===== config.mk =====
export PLATFORM = sky130hd
export DESIGN_NAME = gcode_line_number_checksum_check_flat
export DESIGN_NICKNAME = d
export VERILOG_FILES = /design/src/hw/rtl/gllc_pkg.sv /design/src/hw/rtl/gllc_in_if.sv /design/src/hw/rtl/gllc_out_if.sv /design/src/hw/rtl/gcode_line_number_checksum_check.sv /design/src/flat_wrapper.sv
export SDC_FILE = /design/constraint.sdc
export NUM_CORES = 1
export LEC_CHECK = 0
export BUFFER_PORTS_ARGS = -buffer_cell sky130_fd_sc_hd__buf_2
export CORE_AREA = 2 2 147 292
export DETAILED_ROUTE_END_ITERATION = 6
export DIE_AREA = 0 0 149 294
export HOLD_SLACK_MARGIN = 0.1
export PLACE_DENSITY = 0.54
export SETUP_SLACK_MARGIN = 0.3
export SYNTH_ARGS = -nofsm -noshare
export SYNTH_HDL_FRONTEND = slang
export SYNTH_SLANG_ARGS = --single-unit

===== constraint.sdc =====
create_clock -name clk -period 5.28 [get_ports clk]
set_input_delay 0.528 -clock clk [delete_from_list [all_inputs] [get_ports clk]]
set_output_delay 0.528 -clock clk [all_outputs]
set_load 0.03 [all_outputs]

===== src/hw/rtl/gllc_pkg.sv =====
package gllc_pkg;

  // Payload widths
  localparam int unsigned BYTE_W   = 8;
  localparam int unsigned LINE_W   = 31;
  localparam int unsigned CSUM_W   = 16;
  localparam int unsigned STATUS_W = 2;
  localparam int unsigned LNUM_W   = 32;

  // Characters of interest
  localparam logic [BYTE_W-1:0] CH_NUL   = 8'h00;
  localparam logic [BYTE_W-1:0] CH_LF    = 8'h0A;
  localparam logic [BYTE_W-1:0] CH_CR    = 8'h0D;
  localparam logic [BYTE_W-1:0] CH_SPACE = 8'h20;
  localparam logic [BYTE_W-1:0] CH_STAR  = 8'h2A;
  localparam logic [BYTE_W-1:0] CH_PLUS  = 8'h2B;
  localparam logic [BYTE_W-1:0] CH_MINUS = 8'h2D;
  localparam logic [BYTE_W-1:0] CH_ZERO  = 8'h30;
  localparam logic [BYTE_W-1:0] CH_NINE  = 8'h39;
  localparam logic [BYTE_W-1:0] CH_SEMI  = 8'h3B;
  localparam logic [BYTE_W-1:0] CH_N     = 8'h4E;

  // Transaction kinds on the input channel
  localparam logic OP_RX_BYTE   = 1'b0;
  localparam logic OP_LOAD_LINE = 1'b1;

  typedef enum logic [1:0] {
    KIND_BLANK    = 2'd0,
    KIND_COMMENT  = 2'd1,
    KIND_NUMBERED = 2'd2,
    KIND_PLAIN    = 2'd3
  } line_kind_t;

  typedef enum logic [1:0] {
    NUM_LEAD = 2'd0,
    NUM_POS  = 2'd1,
    NUM_NEG  = 2'd2,
    NUM_DONE = 2'd3
  } num_phase_t;

  typedef enum logic [1:0] {
    STAR_LEAD   = 2'd0,
    STAR_DIGITS = 2'd1,
    STAR_DONE   = 2'd2
  } star_phase_t;

  typedef enum logic [STATUS_W-1:0] {
    ST_OK        = 2'd0,
    ST_BAD_LINE  = 2'd1,
    ST_NO_CSUM   = 2'd2,
    ST_CSUM_BAD  = 2'd3
  } status_t;

endpackage


===== src/hw/rtl/gllc_in_if.sv =====
interface gllc_in_if;
  logic                              valid;
  logic                              ready;
  logic                              operation;
  logic [gllc_pkg::BYTE_W-1:0]       rx_byte;
  logic [gllc_pkg::LINE_W-1:0]       line_value;

  modport source (output valid, operation, rx_byte, line_value, input ready);
  modport sink   (input valid, operation, rx_byte, line_value, output ready);
endinterface


===== src/hw/rtl/gllc_out_if.sv =====
interface gllc_out_if;
  logic                              valid;
  logic                              ready;
  logic [gllc_pkg::STATUS_W-1:0]     status;
  logic [gllc_pkg::BYTE_W-1:0]       computed_checksum;
  logic [gllc_pkg::CSUM_W-1:0]       sent_checksum;
  logic [gllc_pkg::LINE_W-1:0]       expected_line;

  modport source (output valid, status, computed_checksum, sent_checksum, expected_line,
                  input ready);
  modport sink   (input valid, status, computed_checksum, sent_checksum, expected_line,
                  output ready);
endinterface


===== src/hw/rtl/gcode_line_number_checksum_check.sv =====
// G-code line number and checksum checker.
//
// in_ch carries one transaction per received byte (operation 0) or a load of
// the expected line number (operation 1, takes effect at once). A CR or LF
// byte closes the line; a closed line that is neither blank nor a ';' comment
// yields one transaction on out_ch with the status, the XOR of the bytes
// before the last '*', the decimal checksum after it and the expected line
// number after the line. cfg_we/cfg_wdata write strict mode (1 after reset).
//
// Throughput is one transaction per cycle while the receiver takes results: each
// byte updates the line state with one shift-add step, and the result of a line
// terminator lands in the output register at the accepting edge.
// in_ch.ready stays high while the output register is empty or being taken;
// when the receiver stalls with a result pending, in_ch.ready drops until the
// result is taken.
// Synchronous reset clears the partial line, sets the expected line number
// to 0, selects strict mode and empties the output register.
module gcode_line_number_checksum_check #(
  parameter int unsigned MAX_LINE = 64
) (
  input  logic               clk,
  input  logic               rst_n,
  gllc_in_if.sink            in_ch,
  gllc_out_if.source         out_ch,
  input  logic               cfg_we,
  input  logic               cfg_wdata
);

  localparam int unsigned CNT_W = $clog2(MAX_LINE);
  localparam logic [CNT_W-1:0] CNT_LAST = CNT_W'(MAX_LINE - 1);

  localparam logic signed [35:0] LNUM_MAX = 36'sd2147483647;
  localparam logic signed [35:0] LNUM_MIN = -36'sd2147483648;

  // Line state
  logic                                   strict_r;
  logic [CNT_W-1:0]                       cnt_r, cnt_nxt;
  logic [gllc_pkg::BYTE_W-1:0]            xor_r, xor_nxt;
  logic [gllc_pkg::BYTE_W-1:0]            xor_star_r, xor_star_nxt;
  logic                                   star_seen_r, star_seen_nxt;
  logic [gllc_pkg::CSUM_W-1:0]            star_num_r, star_num_nxt;
  gllc_pkg::star_phase_t                  star_ph_r, star_ph_nxt;
  gllc_pkg::line_kind_t                   kind_r, kind_nxt;
  logic signed [gllc_pkg::LNUM_W-1:0]     lnum_r, lnum_nxt;
  gllc_pkg::num_phase_t                   num_ph_r, num_ph_nxt;
  logic [gllc_pkg::LINE_W-1:0]            exp_r, exp_nxt;
  logic                                   ended_r, ended_nxt;

  // Output register
  logic                                   out_valid_r, out_valid_nxt;
  gllc_pkg::status_t                      out_status_r, out_status_nxt;
  logic [gllc_pkg::BYTE_W-1:0]            out_csum_r, out_csum_nxt;
  logic [gllc_pkg::CSUM_W-1:0]            out_sent_r, out_sent_nxt;
  logic [gllc_pkg::LINE_W-1:0]            out_exp_r, out_exp_nxt;

  logic                                   in_fire;
  logic [gllc_pkg::BYTE_W-1:0]            rx_b;
  logic                                   is_dig;
  logic                                   is_term;
  logic [3:0]                             dig;
  logic signed [35:0]                     lnum_w, lnum_pos, lnum_neg;
  logic signed [gllc_pkg::LNUM_W-1:0]     lnum_pos_sat, lnum_neg_sat;
  logic [19:0]                            star_acc;
  logic [gllc_pkg::CSUM_W-1:0]            star_acc_sat;
  gllc_pkg::status_t                      status_w;
  logic [gllc_pkg::LINE_W-1:0]            exp_after;

  // Handshake: a new transaction enters when the output slot is free or leaving
  assign in_ch.ready = rst_n && (!out_valid_r || out_ch.ready);
  assign in_fire     = in_ch.valid && in_ch.ready;

  assign out_ch.valid             = out_valid_r;
  assign out_ch.status            = out_status_r;
  assign out_ch.computed_checksum = out_csum_r;
  assign out_ch.sent_checksum     = out_sent_r;
  assign out_ch.expected_line     = out_exp_r;

  // Byte classification
  assign rx_b    = in_ch.rx_byte;
  assign is_dig  = rx_b inside {[gllc_pkg::CH_ZERO:gllc_pkg::CH_NINE]};
  assign is_term = (rx_b == gllc_pkg::CH_CR) || (rx_b == gllc_pkg::CH_LF);
  assign dig     = rx_b[3:0];

  // Line number accumulate with saturation to the signed 32-bit range
  assign lnum_w   = 36'(lnum_r);
  assign lnum_pos = (lnum_w <<< 3) + (lnum_w <<< 1) + $signed({32'b0, dig});
  assign lnum_neg = (lnum_w <<< 3) + (lnum_w <<< 1) - $signed({32'b0, dig});
  assign lnum_pos_sat = (lnum_pos > LNUM_MAX) ? LNUM_MAX[31:0] : lnum_pos[31:0];
  assign lnum_neg_sat = (lnum_neg < LNUM_MIN) ? LNUM_MIN[31:0] : lnum_neg[31:0];

  // Checksum accumulate, saturating at 16 bits
  assign star_acc     = (20'(star_num_r) << 3) + (20'(star_num_r) << 1) + 20'(dig);
  assign star_acc_sat = (star_acc[19:16] != 4'd0) ? '1 : star_acc[15:0];

  // Line verdict at the terminator
  always_comb begin
    status_w  = gllc_pkg::ST_OK;
    exp_after = exp_r;
    if (strict_r) begin
      if (kind_r == gllc_pkg::KIND_NUMBERED) begin
        if (lnum_r != $signed({1'b0, exp_r})) begin
          status_w = gllc_pkg::ST_BAD_LINE;
        end else begin
          exp_after = exp_r + 1'b1;
        end
      end
      if (status_w == gllc_pkg::ST_OK) begin
        if (!star_seen_r) begin
          status_w = gllc_pkg::ST_NO_CSUM;
        end else if ({8'b0, xor_star_r} != star_num_r) begin
          status_w = gllc_pkg::ST_CSUM_BAD;
        end
      end
    end
  end

  // Next state of the line and the output register
  always_comb begin
    cnt_nxt        = cnt_r;
    xor_nxt        = xor_r;
    xor_star_nxt   = xor_star_r;
    star_seen_nxt  = star_seen_r;
    star_num_nxt   = star_num_r;
    star_ph_nxt    = star_ph_r;
    kind_nxt       = kind_r;
    lnum_nxt       = lnum_r;
    num_ph_nxt     = num_ph_r;
    exp_nxt        = exp_r;
    ended_nxt      = ended_r;
    out_valid_nxt  = out_valid_r && !out_ch.ready;
    out_status_nxt = out_status_r;
    out_csum_nxt   = out_csum_r;
    out_sent_nxt   = out_sent_r;
    out_exp_nxt    = out_exp_r;

    if (in_fire) begin
      if (in_ch.operation == gllc_pkg::OP_LOAD_LINE) begin
        exp_nxt = in_ch.line_value;
      end else if (!is_term) begin
        // Content byte, kept only while the line has room and no NUL was seen
        if (!ended_r && cnt_r != CNT_LAST) begin
          if (rx_b == gllc_pkg::CH_NUL) begin
            ended_nxt = 1'b1;
          end else begin
            if (cnt_r == '0) begin
              if (rx_b == gllc_pkg::CH_SEMI) begin
                kind_nxt = gllc_pkg::KIND_COMMENT;
              end else if (rx_b == gllc_pkg::CH_N) begin
                kind_nxt = gllc_pkg::KIND_NUMBERED;
              end else begin
                kind_nxt = gllc_pkg::KIND_PLAIN;
              end
            end else if (kind_r == gllc_pkg::KIND_NUMBERED) begin
              case (num_ph_r)
                gllc_pkg::NUM_LEAD: begin
                  if (rx_b == gllc_pkg::CH_SPACE) begin
                    num_ph_nxt = gllc_pkg::NUM_LEAD;
                  end else if (rx_b == gllc_pkg::CH_PLUS) begin
                    num_ph_nxt = gllc_pkg::NUM_POS;
                  end else if (rx_b == gllc_pkg::CH_MINUS) begin
                    num_ph_nxt = gllc_pkg::NUM_NEG;
                  end else if (is_dig) begin
                    num_ph_nxt = gllc_pkg::NUM_POS;
                    lnum_nxt   = lnum_pos_sat;
                  end else begin
                    num_ph_nxt = gllc_pkg::NUM_DONE;
                  end
                end
                gllc_pkg::NUM_POS: begin
                  if (is_dig) lnum_nxt = lnum_pos_sat;
                  else        num_ph_nxt = gllc_pkg::NUM_DONE;
                end
                gllc_pkg::NUM_NEG: begin
                  if (is_dig) lnum_nxt = lnum_neg_sat;
                  else        num_ph_nxt = gllc_pkg::NUM_DONE;
                end
                default: begin
                  num_ph_nxt = num_ph_r;
                end
              endcase
            end

            // Checksum field after the last star
            if (rx_b == gllc_pkg::CH_STAR) begin
              xor_star_nxt  = xor_r;
              star_seen_nxt = 1'b1;
              star_num_nxt  = '0;
              star_ph_nxt   = gllc_pkg::STAR_LEAD;
            end else if (star_seen_r) begin
              case (star_ph_r)
                gllc_pkg::STAR_LEAD,
                gllc_pkg::STAR_DIGITS: begin
                  if (star_ph_r == gllc_pkg::STAR_LEAD && rx_b == gllc_pkg::CH_SPACE) begin
                    star_ph_nxt = gllc_pkg::STAR_LEAD;
                  end else if (!is_dig) begin
                    star_ph_nxt = gllc_pkg::STAR_DONE;
                  end else begin
                    star_ph_nxt  = gllc_pkg::STAR_DIGITS;
                    star_num_nxt = star_acc_sat;
                  end
                end
                default: begin
                  star_ph_nxt = star_ph_r;
                end
              endcase
            end

            xor_nxt = xor_r ^ rx_b;
            cnt_nxt = cnt_r + 1'b1;
          end
        end
      end else begin
        // Terminator: report non-blank, non-comment lines, then start over
        if (kind_r == gllc_pkg::KIND_NUMBERED || kind_r == gllc_pkg::KIND_PLAIN) begin
          out_valid_nxt  = 1'b1;
          out_status_nxt = status_w;
          out_csum_nxt   = star_seen_r ? xor_star_r : '0;
          out_sent_nxt   = star_seen_r ? star_num_r : '0;
          out_exp_nxt    = exp_after;
          exp_nxt        = exp_after;
        end
        cnt_nxt       = '0;
        xor_nxt       = '0;
        xor_star_nxt  = '0;
        star_seen_nxt = 1'b0;
        star_num_nxt  = '0;
        star_ph_nxt   = gllc_pkg::STAR_LEAD;
        kind_nxt      = gllc_pkg::KIND_BLANK;
        lnum_nxt      = '0;
        num_ph_nxt    = gllc_pkg::NUM_LEAD;
        ended_nxt     = 1'b0;
      end
    end
  end

  // Control and line state
  always_ff @(posedge clk) begin
    if (!rst_n) begin
      strict_r    <= 1'b1;
      cnt_r       <= '0;
      xor_r       <= '0;
      xor_star_r  <= '0;
      star_seen_r <= 1'b0;
      star_num_r  <= '0;
      star_ph_r   <= gllc_pkg::STAR_LEAD;
      kind_r      <= gllc_pkg::KIND_BLANK;
      lnum_r      <= '0;
      num_ph_r    <= gllc_pkg::NUM_LEAD;
      exp_r       <= '0;
      ended_r     <= 1'b0;
      out_valid_r <= 1'b0;
    end else begin
      if (cfg_we) strict_r <= cfg_wdata;
      cnt_r       <= cnt_nxt;
      xor_r       <= xor_nxt;
      xor_star_r  <= xor_star_nxt;
      star_seen_r <= star_seen_nxt;
      star_num_r  <= star_num_nxt;
      star_ph_r   <= star_ph_nxt;
      kind_r      <= kind_nxt;
      lnum_r      <= lnum_nxt;
      num_ph_r    <= num_ph_nxt;
      exp_r       <= exp_nxt;
      ended_r     <= ended_nxt;
      out_valid_r <= out_valid_nxt;
    end
  end

  // Result payload
  always_ff @(posedge clk) begin
    out_status_r <= out_status_nxt;
    out_csum_r   <= out_csum_nxt;
    out_sent_r   <= out_sent_nxt;
    out_exp_r    <= out_exp_nxt;
  end

`ifndef NO_ASSERTIONS
  // Reset empties the output register
  a_reset_empty: assert property (@(posedge clk) !rst_n |=> !out_valid_r)
    else $error("output register not empty after reset");

  // Kept byte count never passes the line limit
  a_cnt_limit: assert property (@(posedge clk) disable iff (!rst_n)
    cnt_r <= CNT_LAST)
    else $error("byte count beyond line limit");

  // A new result only follows an accepted transaction
  a_result_cause: assert property (@(posedge clk) disable iff (!rst_n)
    $rose(out_valid_r) |-> $past(in_fire))
    else $error("result without accepted transaction");

  // A load never produces a result
  a_load_silent: assert property (@(posedge clk) disable iff (!rst_n)
    (in_fire && in_ch.operation == gllc_pkg::OP_LOAD_LINE) |=> !$rose(out_valid_r))
    else $error("load produced a result");

  // In non-strict mode every reported line is ok
  a_lenient_ok: assert property (@(posedge clk) disable iff (!rst_n)
    (in_fire && !strict_r && in_ch.operation == gllc_pkg::OP_RX_BYTE && is_term &&
     (kind_r == gllc_pkg::KIND_NUMBERED || kind_r == gllc_pkg::KIND_PLAIN))
    |=> (out_valid_r && out_status_r == gllc_pkg::ST_OK))
    else $error("non-strict line reported an error");
`endif

endmodule


===== src/flat_wrapper.sv =====
// flat-port wrapper written by rule: the top's interface ports become plain ports
module gcode_line_number_checksum_check_flat 
#(
  parameter int unsigned MAX_LINE = 64
)
  (clk, rst_n, cfg_we, cfg_wdata, in_ch_valid, in_ch_operation, in_ch_rx_byte, in_ch_line_value, in_ch_ready, out_ch_valid, out_ch_status, out_ch_computed_checksum, out_ch_sent_checksum, out_ch_expected_line, out_ch_ready);
  gllc_in_if in_ch_i ();
  gllc_out_if out_ch_i ();
  input  logic clk;
  input  logic rst_n;
  input  logic cfg_we;
  input  logic cfg_wdata;
  input wire logic [$bits(in_ch_i.valid)-1:0] in_ch_valid;
  input wire logic [$bits(in_ch_i.operation)-1:0] in_ch_operation;
  input wire logic [$bits(in_ch_i.rx_byte)-1:0] in_ch_rx_byte;
  input wire logic [$bits(in_ch_i.line_value)-1:0] in_ch_line_value;
  output wire logic [$bits(in_ch_i.ready)-1:0] in_ch_ready;
  output wire logic [$bits(out_ch_i.valid)-1:0] out_ch_valid;
  output wire logic [$bits(out_ch_i.status)-1:0] out_ch_status;
  output wire logic [$bits(out_ch_i.computed_checksum)-1:0] out_ch_computed_checksum;
  output wire logic [$bits(out_ch_i.sent_checksum)-1:0] out_ch_sent_checksum;
  output wire logic [$bits(out_ch_i.expected_line)-1:0] out_ch_expected_line;
  input wire logic [$bits(out_ch_i.ready)-1:0] out_ch_ready;
  assign in_ch_i.valid = in_ch_valid;
  assign in_ch_i.operation = in_ch_operation;
  assign in_ch_i.rx_byte = in_ch_rx_byte;
  assign in_ch_i.line_value = in_ch_line_value;
  assign in_ch_ready = in_ch_i.ready;
  assign out_ch_valid = out_ch_i.valid;
  assign out_ch_status = out_ch_i.status;
  assign out_ch_computed_checksum = out_ch_i.computed_checksum;
  assign out_ch_sent_checksum = out_ch_i.sent_checksum;
  assign out_ch_expected_line = out_ch_i.expected_line;
  assign out_ch_i.ready = out_ch_ready;
  gcode_line_number_checksum_check #(.MAX_LINE(MAX_LINE)) u_core (.clk(clk), .rst_n(rst_n), .in_ch(in_ch_i), .out_ch(out_ch_i), .cfg_we(cfg_we), .cfg_wdata(cfg_wdata));
endmodule

## Word level (Yosys, flattened, before mapping)

Cells that the tools add are included.

| operators by class | value |
|---|---|
| add/subtract/negate cells | 7 |
| eq/ne operators | 24 |
| reduce and logical (&&, ||, !) cells | 42 |
| bitwise logic cells | 2 |
| muxes and demuxes | 80 |
| magnitude comparators | 4 |

Operators by type and width:

| kind | number |
|---|---|
| 32-bit two-way mux | 12 |
| 31-bit two-way mux | 6 |
| 16-bit two-way mux | 9 |
| 32-bit one-hot mux with 3 select lines | 1 |
| 8-bit two-way mux | 7 |
| 2-bit two-way mux | 27 |
| 8-bit by 6-bit equality test with 1-bit output (second input constant) | 5 |
| 35-bit by 33-bit adder with 36-bit output | 1 |
| 36-bit by 5-bit adder with 36-bit output | 1 |
| 36-bit by 32-bit > comparator with 1-bit output (second input constant) | 1 |
| 36-bit by 32-bit < comparator with 1-bit output (second input constant) | 1 |
| 36-bit by 5-bit subtractor with 36-bit output | 1 |
| 32-bit inequality test | 1 |
| 31-bit by 1-bit adder with 31-bit output (second input constant) | 1 |
| 19-bit by 17-bit adder with 20-bit output | 1 |
| 20-bit by 4-bit adder with 20-bit output | 1 |
| 6-bit two-way mux | 3 |
| 8-bit by 4-bit equality test with 1-bit output (second input constant) | 2 |
| 8-bit by 16-bit inequality test with 1-bit output | 1 |
| 8-bit AND reduction | 2 |
| 1-bit two-way mux | 14 |
| 2-bit nonzero test | 7 |
| 4-bit AND reduction | 3 |
| 3-bit nonzero test | 4 |
| 26 further kinds | 47 |

| word-level totals | value |
|---|---|
| output and inout bits | 59 |
| input port bits | 46 |
| word-level logic and storage cells | 176 |
| register bits after elaboration | 168 |

## Depth between registers and ports, before layout

| logic depth | value |
|---|---|
| depth in word-level cells | 14 |
| gate-level depth with buffers | 17 |
| gate-level depth less buffers | 15 |

## Least setup slack after synthesis

No wires, ideal clock.

| timing | value |
|---|---|
| path kind | flip-flop to flip-flop |
| start | reg u_core.lnum_r[0] in the netlist's numbering |
| end | reg u_core.lnum_r[31] in the netlist's numbering |
| stages on the path, launching flop included | 15 |
| path buffers | 0 |
| arrival time | 4.378 ns |
| slack | 0.832 ns |
| path through | dfxtp_1 > ha_1 > fa_1 > a21o_1 > a221o_1 > a31oi_1 > xor2_1 > nor4_2 > or4b_1 > o41ai_1 > nor4b_1 > o22ai_4 > nor2_2 > or4_1 > a21oi_1 |

| between the ends | value |
|---|---|
| longest elaborated chain between the ends | 14 |
| elaborated cells between the ends (all ways) | 18 |
| classes of those cells | 3 x add/sub; 2 x order compare; 13 x mux |

Ends and longest elaborated chain:

| item | line | text |
|---|---|---|
| start, declared | gcode_line_number_checksum_check.sv:44 | `logic signed [gllc_pkg::LNUM_W-1:0] lnum_r, lnum_nxt;` |
| start signal, assigned | gcode_line_number_checksum_check.sv:261 | `lnum_r <= lnum_nxt;` |
| 35-bit by 33-bit adder with 36-bit output * | gcode_line_number_checksum_check.sv:86, gcode_line_number_checksum_check.sv:87 |  |
| 36-bit by 5-bit adder with 36-bit output | gcode_line_number_checksum_check.sv:86 | `assign lnum_pos = (lnum_w <<< 3) + (lnum_w <<< 1) + $signed({32'b0, dig});` |
| 36-bit by 32-bit > comparator with 1-bit output | gcode_line_number_checksum_check.sv:88 | `assign lnum_pos_sat = (lnum_pos > LNUM_MAX) ? LNUM_MAX[31:0] : lnum_pos[31:0];` |
| 32-bit two-way mux | gcode_line_number_checksum_check.sv:88 |  |
| 32-bit two-way mux | gcode_line_number_checksum_check.sv:162, gcode_line_number_checksum_check.sv:170 |  |
| 32-bit two-way mux | gcode_line_number_checksum_check.sv:160 | `end else if (rx_b == gllc_pkg::CH_MINUS) begin` |
| 32-bit two-way mux | gcode_line_number_checksum_check.sv:158 | `end else if (rx_b == gllc_pkg::CH_PLUS) begin` |
| 32-bit two-way mux | gcode_line_number_checksum_check.sv:156 | `if (rx_b == gllc_pkg::CH_SPACE) begin` |
| 32-bit one-hot mux with 3 select lines * | gcode_line_number_checksum_check.sv:154 | `case (num_ph_r)` |
| 32-bit two-way mux * | gcode_line_number_checksum_check.sv:153 | `end else if (kind_r == gllc_pkg::KIND_NUMBERED) begin` |
| 32-bit two-way mux * | gcode_line_number_checksum_check.sv:145 | `if (cnt_r == '0) begin` |
| 32-bit two-way mux * | gcode_line_number_checksum_check.sv:142 | `if (rx_b == gllc_pkg::CH_NUL) begin` |
| 32-bit two-way mux * | gcode_line_number_checksum_check.sv:141 | `if (!ended_r && cnt_r != CNT_LAST) begin` |
| 32-bit two-way mux * | gcode_line_number_checksum_check.sv:139 | `end else if (!is_term) begin` |

Mark *: on every way between the ends. The rest lies on a longest branch, timed or not. The select of a mux whose other input is x is not followed.
A chain may end at the register's enable or synchronous reset.

## Final worst setup path

| timing | value |
|---|---|
| start | reg u_core.lnum_r[2] in the netlist's numbering |
| end | reg u_core.lnum_r[31] in the netlist's numbering |

Same word-level chain as after synthesis.

==> results by stage <==
Status:
- The flow ran to the end, and the final reports show no timing, DRC or antenna violations.

Power and ir drop:
- The power density of the placed cells is 199.3 nW/um^2.
- Of the total power, the share spent switching nets is 0.2530.
- In this run the static leakage power is 5.845 nW.
- The clock network fraction of design power is 0.467.
- The maximum ir drop on the vdd rail is approximately 0.22 mV.
- Of the total power, registers draw 0.478.
- Of the total power, combinational logic draws 0.055.
- The internal portion of total power is 2.123 mW.
- In this run the power spent charging and discharging nets is between 700 and 800 uW.

Logic synthesis:
- Synthesis produced a netlist with a net count of about 1600.
- The share of the Yosys chip area taken by registers is 0.3193.
- The count of unique library cells instantiated by Yosys is 93.
- By area the synthesized netlist is led by dfxtp_1 (18%), edfxtp_1 (14%), ha_1 (7.6%).
- The number of flops mapped to enable cells by yosys is 57.
- During synthesis, Yosys emitted a total of 0 warnings.
- The most frequently used flop master after synthesis is dfxtp_1.
- The area fraction of the dominant cell type after synthesis is 0.1804.
- The gate count of the mapped netlist is 1461.
- The average instance in the mapped netlist occupies 8.432 um^2.
- After synthesis, the share of flip-flops with an asynchronous set or reset is 0.
- The area of the mapped netlist is 12320 um^2.
- The synthesis-stage register bit count is 168.
- The cell accounting for the most synthesized area is dfxtp_1.

STA:
- The number of endpoints with negative hold slack in the final report is 0.
- The worst path in the final design needs a cycle of around 4.8 ns, including I/O delays and setup.
- Setup slack closes at between 0.4 and 0.5 ns.
- The slew at the pin closest to its max-slew limit is 1.194 ns.
- The worst-case headroom to the max-slew limit is 0.2033.
- Static timing analysis puts the maximum clock frequency at 208.4 MHz.
- The max-slew violation count was 0.
- Setup repair after global routing left no endpoint under its margin.
- The share of the clock period used by the worst path is 0.9086.
- The number of setup violations in the final report is 0.
- Summed over all failing endpoints, the final setup total negative slack is 0 ns.
- The worst clock skew is between 0.01 and 0.015 ns.

Detailed routing:
- The via count of the routed design is roughly 11000.
- After detailed routing, the number of vias per cell comes to 5.415.
- The first-iteration detailed-routing DRC count is 590.
- The first-pass iteration count of the detailed router is 5.
- After detailed routing, the average wire length per cell comes to 19.46 um.
- The post-detailed-route count of antenna-violating nets is 0.
- The routed wire length is 40850 um.
- In the routed design, unresolved DRC markers number 0.

Worst setup path:
- The cell type of the slowest stage on the worst timing path is or4_1.
- The endpoint arrival time on the critical path is 5.16 ns.
- Of all nets on the critical path, the largest fanout is 15.
- Traced cell by cell, the critical path runs through ha_1, fa_1, a21o_1, a221o_1, a31oi_2, xor2_1, or4_1, or3_1, or4_4, o22ai_4, nor2_4, or4_1, a21oi_1.
- The startpoint-to-endpoint class of the critical path is register to register.
- The number of buffers and inverters on the critical path is 0.
- The largest single stage delay on the critical path is 0.64 ns.
- By instance count, the cell type seen most on the critical path is or4_1.
- The startpoint class of the critical path is a register.
- The family with the most delay on the worst path is simple AND/OR/NAND/NOR gates.
- The critical path data required time is 5.65 ns.
- The category of the worst setup path capture point is a register.

Floorplanning:
- The die area is 43810 um^2.
- The initial core utilization is 0.2958.
- Measured along the x axis, the die boundary spans ~150 um.
- The I/O pin count is between 100 and 150.
- The initialized floorplan defines around 110 standard-cell rows.
- After floorplanning, the core was sized to cover 41640 um^2.
- In this run the vertical extent of the chip is ~290 um.

Finish:
- The most common cell after layout, fill and taps aside is nand2_1.
- The area growth from synthesis to layout is 15.71%.
- The antenna diode instance count is 0.
- The post-layout net count is between 1500 and 2000.
- Fill cells in the final layout number 4365.
- With fillers left out, the area of the finished cells amounts to 14250 um^2.
- The layout cell share with drive strength beyond 1 is 0.1443.
- Measured on the finished design, the core utilization comes to 0.3423.
- In the layout the commonest cells are nand2_1 (144), a21oi_1 (118), dfxtp_1 (111).

CTS:
- The clock tree from TritonCTS is done.
- For the worst-skew pair, the clock arrives at the later sink with an insertion delay of approximately 0.45 ns.
- The clock-pin slew on the worst setup and hold paths is ~0.080 ns.
- CTS placed an instance of clkbuf_16 at the clock tree root.
- CTS saw 168 sinks.
- The number of CTS-inserted buffers is 17.
- No sink is reached through more buffers than the 2 on the longest clock path.
- The cts-stage hold buffer count is 0.
- The count of H-tree levels built during CTS is 4.

Global routing:
- The number of antenna violations at the first check in global routing is 0.
- The wire length of the first global-routing pass is 62130 um.
- The global-route total usage across every layer is 0.1838.
- The number of global-route vias before repair is 11340.
- Entering global routing, the biggest net connects 69 pins.
- After global routing the overflow that remains totals 0.

Placed design:
- Before CTS, the worst setup slack after placement is approximately 0.16 ns.
- Buffers placed on the I/O ports in this run total roughly 100.
- At the end of routability-driven placement, the weighted congestion stood at 0.9124.
- The HPWL after detailed placement is 32590 um.
- After detailed placement, the total cell area comes to between 10000 and 15000 um^2.

Hold path:
- The tightest min-delay check is of the input port to register type.

Job:
- The reported max-cap violation count is 0.
per-layer routing:
layer | up-vias | wire [um] | GRT usage
met5 | - | 0 | 0
met4 | 0 | 2808 | 0.1254
met3 | 112 | 1315 | 0.01938
met2 | 345 | 22770 | 0.3661
met1 | 5372 | 13960 | 0.1693
li1 | 5537 | - | -
synthesized netlist by cell type (5+ instances only):
cell        n
nand2_1   144
a21oi_1   119
dfxtp_1   111
nor2_1    111
xnor2_1    82
ha_1       75
xor2_1     73
clkbuf_1   65
edfxtp_1   57
nand3_1    49
o21ai_0    49
nor3_1     46
and2_1     38
inv_1      34
o211ai_1   28
nand2b_1   27
nand4_1    27
a22oi_1    21
nor4_1     21
and3_1     19
a211oi_1   15
a22o_1     15
a31oi_1    14
a21o_1     13
or4_1      12
and4_1     11
mux2i_1    10
buf_2       9
o31ai_1     9
or2_2       9
or3_1       9
nor2b_1     8
o21a_1      8
o21bai_1    8
a311oi_1    7
o22ai_1     7
fa_1        5
worst reg2reg max path: stages (launching register included):
cell and delay, ns:
dfxtp_1 0.36, ha_1 0.25, fa_1 0.41, a21o_1 0.21, a221o_1 0.44, a31oi_2 0.31, xor2_1 0.23, or4_1 0.64
or3_1 0.39, or4_4 0.46, o22ai_4 0.22, nor2_4 0.12, or4_1 0.53, a21oi_1 0.15
cell families after synthesis:
family	synth area share
simple gates	0.2309
compound gates	0.2078
flops	0.3193
xor+xnor	0.1115
buf+inv	0.03626
fa+ha+maj	0.08430
mux	0.009953
repair_timing:
| action | in CTS | in global routing |
|---|---|---|
| endpoints found under the hold margin | 0 | 0 |
| setup endpoints to repair | 15 | 31 |
| setup buffers | 1 | 6 |
| pin swaps | 1 | 7 |
| gates cloned | 0 | 1 |
| resized for setup | 3 | 13 |
final cells by class:
type / count / area, um^2 / area share
Timing Repair Buffer: 145 / 858.3 / 0.06021
Clock buffer: 17 / 425.4 / 0.02984
Multi-Input combinational cell: 1179 / 8034 / 0.5636
Inverter: 35 / 131.4 / 0.009216
Sequential cell: 168 / 3934 / 0.2760
Clock inverter: 15 / 196.4 / 0.01378
Tap cell: 540 / 675.6 / 0.04740
final timing paths:
path	from	endpoint	slack, ns	depth (start not counted)
max	u_core.lnum_r[2]	u_core.lnum_r[31]	0.48	13
min	cfg_wdata	u_core.strict_r	0.29	3
max reg2reg	u_core.lnum_r[2]	u_core.lnum_r[31]	0.48	13
min reg2reg	u_core.ended_r	u_core.ended_r	0.46	2
power by group through the flow:
stage	registers, mW	logic (mW)	clock network (mW)
floorplan	1.38	0.102	0
global placement	1.39	0.155	0
detailed placement	1.39	0.155	0
CTS	1.36	0.156	1.35
global route	1.36	0.172	1.40
finish	1.36	0.156	1.33
state kept, by name, indices dropped and copies added (netlist names):
signal                           flops
u_core.star_num_r                   16
u_core.out_ch.status                 2
u_core.exp_r                        31
u_core.xor_star_r                    8
u_core.star_ph_r                     2
u_core.xor_r                         8
u_core.strict_r                      1
u_core.out_ch.valid                  1
u_core.out_ch.computed_checksum      8
u_core.kind_r                        2
u_core.num_ph_r                      2
u_core.ended_r                       1
u_core.out_ch.sent_checksum         16
u_core.lnum_r                       32
u_core.out_ch.expected_line         31
u_core.cnt_r                         6
u_core.star_seen_r                   1
per-stage QoR:
step	total power, mW	hold slack (ns)	std cells
finish	2.842	0.2895	2099
floorplan	1.479	0.4223	1461
detailed placement	1.543	0.4475	2059
global route	2.928	0.3001	2099
global placement	1.543	0.4328	2059
CTS	2.862	0.2807	2092
Note: power is estimated with default switching activity, not from simulation.
